--- config.mk ---
export PLATFORM = sky130hd
export DESIGN_NAME = socks_handshake_sniffer
export DESIGN_NICKNAME = d
export VERILOG_FILES = /design/src/socks_pkg.sv /design/src/socks_handshake_sniffer.sv /design/src/socks_parser.sv /design/src/socks_outq.sv
export SDC_FILE = /design/constraint.sdc
export NUM_CORES = 1
export LEC_CHECK = 0
export ABC_CLOCK_PERIOD_IN_PS = 13900
export BUFFER_PORTS_ARGS = -buffer_cell sky130_fd_sc_hd__buf_2
export CAP_MARGIN = 10
export CORE_UTILIZATION = 25
export DETAILED_ROUTE_END_ITERATION = 8
export PLACE_DENSITY_LB_ADDON = 0.2
export SLEW_MARGIN = 20
export SYNTH_ARGS = -nofsm -noshare
export SYNTH_HDL_FRONTEND = slang
export SYNTH_SLANG_ARGS = --single-unit
--- constraint.sdc ---
create_clock -name i_clk -period 13.9 [get_ports i_clk]
set_input_delay 0.695 -clock i_clk [delete_from_list [all_inputs] [get_ports i_clk]]
set_output_delay 0.695 -clock i_clk [all_outputs]
set_load 0.005 [all_outputs]
--- src/socks_pkg.sv ---
// Shared types and constants for the SOCKS handshake sniffer.
// Used by socks_parser, socks_outq and the top level socks_handshake_sniffer.
`default_nettype none

package socks_pkg;

    // Longest user or domain name that is accepted
    localparam logic [7:0] MAX_NAME_LEN = 8'd255;

    // Protocol byte values
    localparam logic [7:0] VER_SOCKS4       = 8'd4;
    localparam logic [7:0] VER_SOCKS5       = 8'd5;
    localparam logic [7:0] CMD_CONNECT      = 8'd1;
    localparam logic [7:0] ATYP_IPV4        = 8'd1;
    localparam logic [7:0] ATYP_DOMAIN      = 8'd3;
    localparam logic [7:0] S4_GRANTED       = 8'd90;
    localparam logic [7:0] S5_SUCCEEDED     = 8'd0;

    // Reply lengths
    localparam logic [8:0] S4_REPLY_LEN     = 9'd8;
    localparam logic [8:0] S5_IPV4_REPLY_LEN = 9'd12;
    localparam logic [8:0] S5_DOM_REPLY_BASE = 9'd9;

    // Result kinds
    localparam logic [2:0] KIND_DOMAIN   = 3'd0;
    localparam logic [2:0] KIND_REQUEST  = 3'd1;
    localparam logic [2:0] KIND_REPLY    = 3'd2;
    localparam logic [2:0] KIND_COMPLETE = 3'd3;
    localparam logic [2:0] KIND_REJECT   = 3'd4;

    // Stage flag bit positions
    localparam int ST_REQ = 0;
    localparam int ST_REP = 1;
    localparam int ST_CPL = 2;
    localparam int ST_REJ = 3;

    // Request parser phases
    typedef enum logic [3:0] {
        PH_VER,
        PH_S4CMD,
        PH_S4PORT,
        PH_S4ADDR,
        PH_S4USER,
        PH_S4DOM,
        PH_S5NM,
        PH_S5METH,
        PH_S5VER,
        PH_S5CMD,
        PH_S5RSV,
        PH_S5ATYP,
        PH_S5ADDR,
        PH_S5DLEN,
        PH_S5DOM,
        PH_S5PORT
    } t_phase;

    // What one byte caused
    typedef enum logic [1:0] {
        EV_NONE,
        EV_DOM,
        EV_DONE,
        EV_REJ
    } t_event;

    // One queue entry: one or two results sharing one snapshot
    typedef struct packed {
        logic [2:0]  kind;
        logic        second;      // a completion result follows this one
        logic [7:0]  out_byte;
        logic [2:0]  socks_version;
        logic [31:0] dest_ipv4;
        logic [15:0] dest_port;
        logic        has_domain;
        logic [9:0]  request_length;
        logic [8:0]  reply_length;
    } t_result;

endpackage

`default_nettype wire

--- src/socks_handshake_sniffer.sv ---
// Top level of the SOCKS handshake sniffer: stream ports, parser and result queue.
// Depends on socks_pkg, socks_parser and socks_outq.
`default_nettype none

// Takes one byte of an observed proxy connection per clock cycle (request or
// reply stream selected per word) and parses the SOCKS4/4A or SOCKS5
// handshake byte by byte. Each result is registered in the result queue
// before it appears on the output stream. A byte that yields two results
// (request or reply accepted, then handshake complete) occupies the output
// as two words; the two-entry result queue lets the input keep flowing at
// one byte per cycle while the output is taken every cycle, and the input
// stalls only when the queue is full. Setting new_conn on a byte clears all
// parser state before that byte is handled.
module socks_handshake_sniffer
    import socks_pkg::*;
(
    input  wire logic        i_clk,
    input  wire logic        i_rst_n,
    // input stream
    input  wire logic        i_s_axis_tvalid,
    output logic             o_s_axis_tready,
    input  wire logic [7:0]  i_s_axis_tdata,   // [7:0] data_byte
    input  wire logic [1:0]  i_s_axis_tuser,   // [0] req_type, [1] new_conn
    // result stream
    output logic             o_m_axis_tvalid,
    input  wire logic        i_m_axis_tready,
    // [7:0] out_byte, [10:8] socks_version, [42:11] dest_ipv4,
    // [58:43] dest_port, [59] has_domain, [69:60] request_length,
    // [78:70] reply_length, [79] zero
    output logic [79:0]      o_m_axis_tdata,
    output logic [2:0]       o_m_axis_tuser,   // [2:0] kind
    output logic             o_m_axis_tlast
);

    logic    accept, push, not_full;
    t_result result, head;

    assign o_s_axis_tready = not_full;
    assign accept          = i_s_axis_tvalid && not_full;

    // Byte parser
    socks_parser u_parser (
        .i_clk       (i_clk),
        .i_rst_n     (i_rst_n),
        .i_accept    (accept),
        .i_data_byte (i_s_axis_tdata),
        .i_req_type  (i_s_axis_tuser[0]),
        .i_new_conn  (i_s_axis_tuser[1]),
        .o_push      (push),
        .o_result    (result)
    );

    // Result queue
    socks_outq u_outq (
        .i_clk      (i_clk),
        .i_rst_n    (i_rst_n),
        .i_push     (push),
        .i_result   (result),
        .o_not_full (not_full),
        .o_valid    (o_m_axis_tvalid),
        .i_ready    (i_m_axis_tready),
        .o_head     (head),
        .o_kind     (o_m_axis_tuser),
        .o_last     (o_m_axis_tlast)
    );

    // Output word packing
    assign o_m_axis_tdata = {1'b0, head.reply_length, head.request_length,
                             head.has_domain, head.dest_port, head.dest_ipv4,
                             head.socks_version, head.out_byte};

endmodule

`default_nettype wire

--- src/socks_parser.sv ---
// Byte-serial SOCKS4/4A/5 request and reply parser state.
// Depends on socks_pkg; feeds result entries into socks_outq.
`default_nettype none

module socks_parser
    import socks_pkg::*;
(
    input  wire logic       i_clk,
    input  wire logic       i_rst_n,
    input  wire logic       i_accept,
    input  wire logic [7:0] i_data_byte,
    input  wire logic       i_req_type,
    input  wire logic       i_new_conn,
    output logic            o_push,
    output t_result         o_result
);

    logic [2:0]  r_version,   c_version,   n_version;
    t_phase      r_phase,     c_phase,     n_phase;
    logic [9:0]  r_req_pos,   c_req_pos,   n_req_pos;
    logic [8:0]  r_rep_pos,   c_rep_pos,   n_rep_pos;
    logic [7:0]  r_fcount,    c_fcount,    n_fcount;
    logic [8:0]  r_target,    c_target,    n_target;
    logic [31:0] r_addr,      c_addr,      n_addr;
    logic [15:0] r_port,      c_port,      n_port;
    logic        r_domain,    c_domain,    n_domain;
    logic [3:0]  r_flags,     c_flags,     n_flags;
    t_event      ev;
    logic [7:0]  b;
    logic [8:0]  p;

    assign b = i_data_byte;

    // Next state and event for the current byte
    always_comb begin
        // a new connection starts from the reset state
        if (i_new_conn) begin
            c_version = 3'd0;  c_phase = PH_VER;   c_req_pos = 10'd0;
            c_rep_pos = 9'd0;  c_fcount = 8'd0;    c_target = 9'd0;
            c_addr    = 32'd0; c_port = 16'd0;     c_domain = 1'b0;
            c_flags   = 4'd0;
        end else begin
            c_version = r_version; c_phase = r_phase;   c_req_pos = r_req_pos;
            c_rep_pos = r_rep_pos; c_fcount = r_fcount; c_target = r_target;
            c_addr    = r_addr;    c_port = r_port;     c_domain = r_domain;
            c_flags   = r_flags;
        end

        n_version = c_version; n_phase = c_phase;   n_req_pos = c_req_pos;
        n_rep_pos = c_rep_pos; n_fcount = c_fcount; n_target = c_target;
        n_addr    = c_addr;    n_port = c_port;     n_domain = c_domain;
        n_flags   = c_flags;
        ev        = EV_NONE;
        p         = c_rep_pos;

        if (!(c_flags[ST_REJ] || c_flags[ST_CPL])) begin
            if (!i_req_type) begin
                // client request stream
                if (!c_flags[ST_REQ]) begin
                    if (c_req_pos != 10'h3FF) begin
                        n_req_pos = c_req_pos + 10'd1;
                    end
                    case (c_phase)
                        PH_VER: begin
                            if (b == VER_SOCKS4) begin
                                n_version = 3'd4;
                                n_phase   = PH_S4CMD;
                            end else if (b == VER_SOCKS5) begin
                                n_version = 3'd5;
                                n_phase   = PH_S5NM;
                            end else begin
                                ev = EV_REJ;
                            end
                        end
                        PH_S4CMD: begin
                            if (b != CMD_CONNECT) begin
                                ev = EV_REJ;
                            end else begin
                                n_phase  = PH_S4PORT;
                                n_fcount = 8'd0;
                            end
                        end
                        PH_S4PORT: begin
                            n_port = {c_port[7:0], b};
                            if (c_fcount == 8'd1) begin
                                n_phase  = PH_S4ADDR;
                                n_fcount = 8'd0;
                            end else begin
                                n_fcount = c_fcount + 8'd1;
                            end
                        end
                        PH_S4ADDR: begin
                            n_addr = {c_addr[23:0], b};
                            if (c_fcount == 8'd3) begin
                                n_phase  = PH_S4USER;
                                n_fcount = 8'd0;
                            end else begin
                                n_fcount = c_fcount + 8'd1;
                            end
                        end
                        PH_S4USER: begin
                            if (b != 8'd0) begin
                                if (c_fcount >= MAX_NAME_LEN) begin
                                    ev = EV_REJ;
                                end else begin
                                    n_fcount = c_fcount + 8'd1;
                                end
                            end else if (c_addr[31:8] == 24'd0 && c_addr[7:0] != 8'd0) begin
                                // 4A form: a domain name follows the user name
                                n_domain = 1'b1;
                                n_addr   = 32'd0;
                                n_phase  = PH_S4DOM;
                                n_fcount = 8'd0;
                            end else begin
                                ev = EV_DONE;
                            end
                        end
                        PH_S4DOM: begin
                            if (b == 8'd0) begin
                                ev = EV_DONE;
                            end else if (c_fcount >= MAX_NAME_LEN) begin
                                ev = EV_REJ;
                            end else begin
                                n_fcount = c_fcount + 8'd1;
                                ev       = EV_DOM;
                            end
                        end
                        PH_S5NM: begin
                            n_fcount = b;
                            n_phase  = (b == 8'd0) ? PH_S5VER : PH_S5METH;
                        end
                        PH_S5METH: begin
                            n_fcount = c_fcount - 8'd1;
                            if (c_fcount == 8'd1) begin
                                n_phase = PH_S5VER;
                            end
                        end
                        PH_S5VER: begin
                            if (b != VER_SOCKS5) begin
                                ev = EV_REJ;
                            end else begin
                                n_phase = PH_S5CMD;
                            end
                        end
                        PH_S5CMD: begin
                            n_phase = PH_S5RSV;
                        end
                        PH_S5RSV: begin
                            n_phase = PH_S5ATYP;
                        end
                        PH_S5ATYP: begin
                            n_fcount = 8'd0;
                            if (b == ATYP_IPV4) begin
                                n_phase = PH_S5ADDR;
                            end else if (b == ATYP_DOMAIN) begin
                                n_phase = PH_S5DLEN;
                            end else begin
                                ev = EV_REJ;
                            end
                        end
                        PH_S5ADDR: begin
                            n_addr = {c_addr[23:0], b};
                            if (c_fcount == 8'd3) begin
                                n_phase  = PH_S5PORT;
                                n_fcount = 8'd0;
                            end else begin
                                n_fcount = c_fcount + 8'd1;
                            end
                        end
                        PH_S5DLEN: begin
                            if (b > MAX_NAME_LEN) begin
                                ev = EV_REJ;
                            end else begin
                                n_domain = 1'b1;
                                n_addr   = 32'd0;
                                n_fcount = b;
                                n_phase  = (b == 8'd0) ? PH_S5PORT : PH_S5DOM;
                            end
                        end
                        PH_S5DOM: begin
                            n_fcount = c_fcount - 8'd1;
                            if (c_fcount == 8'd1) begin
                                n_phase = PH_S5PORT;
                            end
                            ev = EV_DOM;
                        end
                        PH_S5PORT: begin
                            n_port   = {c_port[7:0], b};
                            n_fcount = c_fcount + 8'd1;
                            if (c_fcount == 8'd1) begin
                                ev = EV_DONE;
                            end
                        end
                        default: begin
                            ev = EV_REJ;
                        end
                    endcase
                end
            end else begin
                // proxy reply stream
                if (!c_flags[ST_REP]) begin
                    if (c_rep_pos != 9'h1FF) begin
                        n_rep_pos = c_rep_pos + 9'd1;
                    end
                    if (c_version == 3'd4) begin
                        if (p == 9'd0 && b != 8'd0) begin
                            ev = EV_REJ;
                        end else if (p == 9'd1 && b != S4_GRANTED) begin
                            ev = EV_REJ;
                        end else begin
                            if (p == 9'd1) begin
                                n_target = S4_REPLY_LEN;
                            end
                            if ({1'b0, p} + 10'd1 == {1'b0, S4_REPLY_LEN}) begin
                                ev = EV_DONE;
                            end
                        end
                    end else if (c_version == 3'd5) begin
                        if ((p inside {9'd0, 9'd2}) && b != VER_SOCKS5) begin
                            ev = EV_REJ;
                        end else if (p == 9'd3 && b != S5_SUCCEEDED) begin
                            ev = EV_REJ;
                        end else if (p == 9'd5 && b != ATYP_IPV4 && b != ATYP_DOMAIN) begin
                            ev = EV_REJ;
                        end else begin
                            if (p == 9'd5) begin
                                n_target = (b == ATYP_IPV4) ? S5_IPV4_REPLY_LEN : 9'd0;
                            end
                            // domain reply: header, length byte, name, port
                            if (p == 9'd6 && c_target == 9'd0) begin
                                n_target = S5_DOM_REPLY_BASE + {1'b0, b};
                            end
                            if (p >= 9'd6 && {1'b0, p} + 10'd1 == {1'b0, n_target}) begin
                                ev = EV_DONE;
                            end
                        end
                    end else begin
                        ev = EV_REJ;
                    end
                end
            end
        end

        // stage flags from the event
        if (ev == EV_REJ) begin
            n_flags[ST_REJ] = 1'b1;
        end else if (ev == EV_DONE) begin
            if (!i_req_type) begin
                n_flags[ST_REQ] = 1'b1;
            end else begin
                n_flags[ST_REP] = 1'b1;
            end
            if (n_flags[ST_REQ] && n_flags[ST_REP]) begin
                n_flags[ST_CPL] = 1'b1;
            end
        end
    end

    // Result entry built from the updated state
    always_comb begin
        o_push                  = i_accept && (ev != EV_NONE);
        o_result.second         = (ev == EV_DONE) && n_flags[ST_CPL];
        o_result.out_byte       = (ev == EV_DOM) ? b : 8'd0;
        o_result.socks_version  = n_version;
        o_result.dest_ipv4      = n_addr;
        o_result.dest_port      = n_port;
        o_result.has_domain     = n_domain;
        o_result.request_length = n_req_pos;
        o_result.reply_length   = n_rep_pos;
        case (ev)
            EV_DOM:  o_result.kind = KIND_DOMAIN;
            EV_REJ:  o_result.kind = KIND_REJECT;
            EV_DONE: o_result.kind = i_req_type ? KIND_REPLY : KIND_REQUEST;
            default: o_result.kind = KIND_DOMAIN;
        endcase
    end

    // Parser state registers
    always_ff @(posedge i_clk) begin
        if (!i_rst_n) begin
            r_version <= 3'd0;
            r_phase   <= PH_VER;
            r_req_pos <= 10'd0;
            r_rep_pos <= 9'd0;
            r_fcount  <= 8'd0;
            r_target  <= 9'd0;
            r_addr    <= 32'd0;
            r_port    <= 16'd0;
            r_domain  <= 1'b0;
            r_flags   <= 4'd0;
        end else if (i_accept) begin
            r_version <= n_version;
            r_phase   <= n_phase;
            r_req_pos <= n_req_pos;
            r_rep_pos <= n_rep_pos;
            r_fcount  <= n_fcount;
            r_target  <= n_target;
            r_addr    <= n_addr;
            r_port    <= n_port;
            r_domain  <= n_domain;
            r_flags   <= n_flags;
        end
    end

endmodule

`default_nettype wire

--- src/socks_outq.sv ---
// Two-entry result queue; an entry may carry a trailing completion word.
// Depends on socks_pkg; sits between socks_parser and the output stream.
`default_nettype none

module socks_outq
    import socks_pkg::*;
(
    input  wire logic    i_clk,
    input  wire logic    i_rst_n,
    input  wire logic    i_push,
    input  wire t_result i_result,
    output logic         o_not_full,
    output logic         o_valid,
    input  wire logic    i_ready,
    output t_result      o_head,
    output logic [2:0]   o_kind,
    output logic         o_last
);

    t_result    r_slot0, r_slot1;
    logic       r_wr_ptr, r_rd_ptr, r_half;
    logic [1:0] r_count;
    logic       take, pop;

    assign o_not_full = (r_count != 2'd2);
    assign o_valid    = (r_count != 2'd0);
    assign o_head     = r_rd_ptr ? r_slot1 : r_slot0;
    // second word of a double entry is the completion report
    assign o_kind     = r_half ? KIND_COMPLETE : o_head.kind;
    assign o_last     = r_half || !o_head.second;
    assign take       = o_valid && i_ready;
    assign pop        = take && o_last;

    // Entry storage
    always_ff @(posedge i_clk) begin
        if (i_push && !r_wr_ptr) begin
            r_slot0 <= i_result;
        end
        if (i_push && r_wr_ptr) begin
            r_slot1 <= i_result;
        end
    end

    // Pointers, fill count and half marker
    always_ff @(posedge i_clk) begin
        if (!i_rst_n) begin
            r_wr_ptr <= 1'b0;
            r_rd_ptr <= 1'b0;
            r_count  <= 2'd0;
            r_half   <= 1'b0;
        end else begin
            if (i_push) begin
                r_wr_ptr <= ~r_wr_ptr;
            end
            if (pop) begin
                r_rd_ptr <= ~r_rd_ptr;
                r_half   <= 1'b0;
            end else if (take) begin
                r_half   <= 1'b1;
            end
            r_count <= r_count + {1'b0, i_push} - {1'b0, pop};
        end
    end

endmodule

`default_nettype wire

==> run_results.csv <==
group,metric,value,unit
status,outcome,"completed",
power,vdd_drop_max,0.09498,mV
cts,cts_root_buf,"clkbuf_16",
setup_path,crit_path_start,"u_parser.r_rep_pos[0]",
route,drc,0,
setup_path,cp_slowest_stage_delay,820,ps
sta,whs,459.1,ps
sta,final_max_slew_viol_count,0,
synthesis,ys_seq_elements,267,
route,first_iter_violations,864,
worst_hold_path,holdPathStages,2,
synthesis,synth_fa_ha_area_share,1.162,%
place,dpl.hpwl,28360,um
synthesis,syn_area_per_cell,10.23,um2
synthesis,yosysSeqAreaShare,50.83,%
route,wirelength,42470,um
cts,post-cts-setup-buffers,0,
worst_hold_path,min_to,"u_parser.r_port[12]",
route,wl_per_cell,20.08,um
cts,clk_latency,590,ps
place,gp_congestion,0.8717,
setup_path,cpLargestDelayFamily,"simple AND/OR/NAND/NOR gates",
setup_path,crit_type,"register to register",
final_layout,syn2layout_area_growth,15.39,%
synthesis,synthCells,1347,
global_route,grt_pass1_vias,10830,
die,coreArea,54130,um2
synthesis,synth_compound_gate_area_share,16.67,%
synthesis,ys.flop_type,"edfxtp_1",
synthesis,synthesis.nets,1373,
global_route,grt_pass1_wl,65310,um
setup_path,cp_cell_sequence,"nand4_1, nor3_2, nand3_1, ha_1, nor4_1, nand2_1, a211oi_1, nor2_1, nor4_1, or2_1, o211a_4, buf_4",
cts,cts_resized,0,
worst_hold_path,hold_path.class,"register to register",
final_layout,fill_cells,5653,
synthesis,async_flop_share,0,%
worst_hold_path,min-delay-start,"u_parser.r_port[12]",
cts,cts_sinks,267,
setup_path,timing.rr.start,"u_parser.r_rep_pos[0]",
die,io_pins,100,
die,initial_utilization,25.46,%
setup_path,r2r-end,"u_outq.r_slot0[59]",
synthesis,syn-cell-area,13780,um2
cts,cts_buffers,31,
power,p_leak,5.402,nW
global_route,grt_max_degree,77,
synthesis,synth_edf_count,166,
cts,cts_buffer_depth,3,
setup_path,reg2reg_depth,12,
sta,setup_violations,0,
die,die_area,56080,um2
setup_path,startpoint_type,"register",
synthesis,synth_top_family_by_area,"simple AND/OR/NAND/NOR gates",
synthesis,yosys_warnings,0,
setup_path,path_common_cell,"nor4_1",
final_layout,drive_above_1_share,20.10,%
power,power.density,138.8,nW/um2
synthesis,synth-xor-area-share,2.514,%
setup_path,crit_cells,12,
synthesis,synth-simple-area-share,17.12,%
place,numPortBuffers,98,
die,die_y,236.8,um
sta,clock_skew,19.68,ps
route,antenna_left,0,
route,drtPass1Iterations,5,
cts,cts.clk_slew.worst_paths,60,ps
cts,cts_tree,"yes",
global_route,grt.overflow.total,0,
setup_path,endpoint_kind,"register",
setup_path,crit_slowest_cell,"buf_4",
synthesis,yosys-mux-area-fraction,7.715,%
final_layout,finalNetCount,1419,
run,drv_cap,0,
sta,rsz0062_at_grt,"no",
sta,fin_crit,5722,ps
route,avgViaCountPerCell,5.131,
sta,min_period_over_period,41.16,%
cts,cts_hold_buffers,0,
route,vias,10850,
setup_path,cp.arrival,5920,ps
sta,fmax,174.8,MHz
die,die_w,236.8,um
sta,slew_headroom,28.49,%
sta,tightest_slew,1073,ps
sta,tns,0,ps
sta,final_hold_viol_count,0,
setup_path,crit_fanout,70,
setup_path,critPathRequiredTime,14100,ps
global_route,antenna_found_initial,0,
cts,htreeDepth,1,
setup_path,cp_num_buf_inv,1,
global_route,globalRouteTotalUtil,14.88,%
die,placementRows,85,
synthesis,netlist-cell-type-count,86,
setup_path,regToRegSetupSlack,8180,ps
cell type report:
type	count	area [um2]	share of cell area, %
flip-flops and latches	267	7010	44.07
clock inverters	24	232.7	1.463
repair buffers	115	620.6	3.902
well taps	696	870.8	5.475
clock buffers	34	787.0	4.948
multi-input cells	946	6262	39.37
inverters	32	120.1	0.7551
diodes	1	2.502	0.01573
worst max-delay path by stage:
stage | to | slack, ps
after floorplan | u_outq.r_slot0[0] | 8110
after global placement | u_outq.r_slot0[61] | 7780
after detailed placement | u_outq.r_slot0[58] | 7720
after CTS | u_outq.r_slot0[60] | 8150
after global routing | u_outq.r_slot0[64] | 7650
final | u_outq.r_slot0[59] | 8180
worst register-to-register path, cell delays in order, from the launching register on:
cell      delay [ps]
dfxtp_1          730
nand4_1          310
nor3_2           410
nand3_1          190
ha_1             360
nor4_1           280
nand2_1           90
a211oi_1         380
nor2_1            80
nor4_1           440
or2_1            720
o211a_4          420
buf_4            820
sequential cells by signal (all words and copies together) (netlist names), 2 cells and up:
register / flops
u_outq.r_count: 2
u_outq.r_slot0: 83
u_outq.r_slot1: 83
u_parser.r_addr: 32
u_parser.r_fcount: 8
u_parser.r_flags: 4
u_parser.r_phase: 4
u_parser.r_port: 16
u_parser.r_rep_pos: 9
u_parser.r_req_pos: 10
u_parser.r_target: 9
u_parser.r_version: 3
where the power goes:
group	switching, W	total (W)	internal (W)
Combinational	0.000246	0.000413	0.000167
Clock	0.000346	0.000815	0.000469
Sequential	0.0000365	0.000980	0.000943
Total	0.000629	0.00221	0.00158
kinds of logic after synthesis:
kind of cell,Yosys count
AO/OA/AOI/OAI,329
XOR/XNOR,38
adder cells (fa/ha/maj),13
buffers and inverters,134
flip-flops,267
multiplexers,96
other,1
AND/OR/NAND/NOR,469
layout by cell type (no fill, tap or decap), types with 13 or more instances in the layout:
| master | n |
|---|---|
| a21boi_0 | 25 |
| o21ai_0 | 67 |
| inv_1 | 29 |
| nor2b_1 | 20 |
| edfxtp_1 | 166 |
| buf_2 | 97 |
| buf_4 | 18 |
| nor2_1 | 103 |
| nand3_1 | 29 |
| nand2_1 | 157 |
| a22o_1 | 42 |
| a22oi_1 | 29 |
| nor4_1 | 20 |
| mux2i_1 | 14 |
| a21oi_1 | 64 |
| xor2_1 | 20 |
| clkbuf_16 | 31 |
| mux2_2 | 82 |
| xnor2_1 | 17 |
| nor3_1 | 34 |
| dfxtp_1 | 100 |
| nand4_1 | 13 |
| nand2b_1 | 18 |
metrics by stage:
step | worst slack, ps | cell area (um2) | util (%) | instances | power [W]
final | 8178 | 15910 | 29.38 | 2115 | 0.002208
after global routing | 7650 | 15900 | 29.38 | 2114 | 0.002313
after CTS | 8153 | 15900 | 29.37 | 2114 | 0.002251
after detailed placement | 7723 | 14880 | 27.49 | 2056 | 0.001425
after global placement | 7775 | 14880 | 27.49 | 2056 | 0.001424
after floorplan | 8113 | 13780 | - | 1347 | 0.001241
cell usage after synthesis (all sizes together) (9+ instances only):
library cell	number	area (um2)
nand3	29	145.1
nor2b	20	125.1
ha	12	150.1
mux2i	14	140.1
a22o	42	367.9
or2	9	56.31
inv	30	112.6
nand4	14	93.84
nor2	104	390.4
nand2	158	593.1
buf	28	146.4
a21oi	64	320.3
xor2	20	175.2
edfxtp	166	4985
nor3	37	195.2
o21ai	68	344.1
dfxtp	101	2022
a21boi	25	187.7
and3	9	56.30
nand2b	18	112.6
xnor2	17	148.9
a22oi	30	230.2
nor4	25	196.4
clkbuf	74	279.0
mux2	82	923.4
a31oi	12	75.07
metal layers:
layer | GRT usage [%] | routed length, um | part of all wire [%]
met5 | 0 | 0 | 0
met1 | 19.63 | 19210 | 45
met4 | 4.427 | 892 | 2.1
met3 | 1.772 | 1686 | 4.0
met2 | 25.40 | 20680 | 49
(Power assumes the default switching activity.)
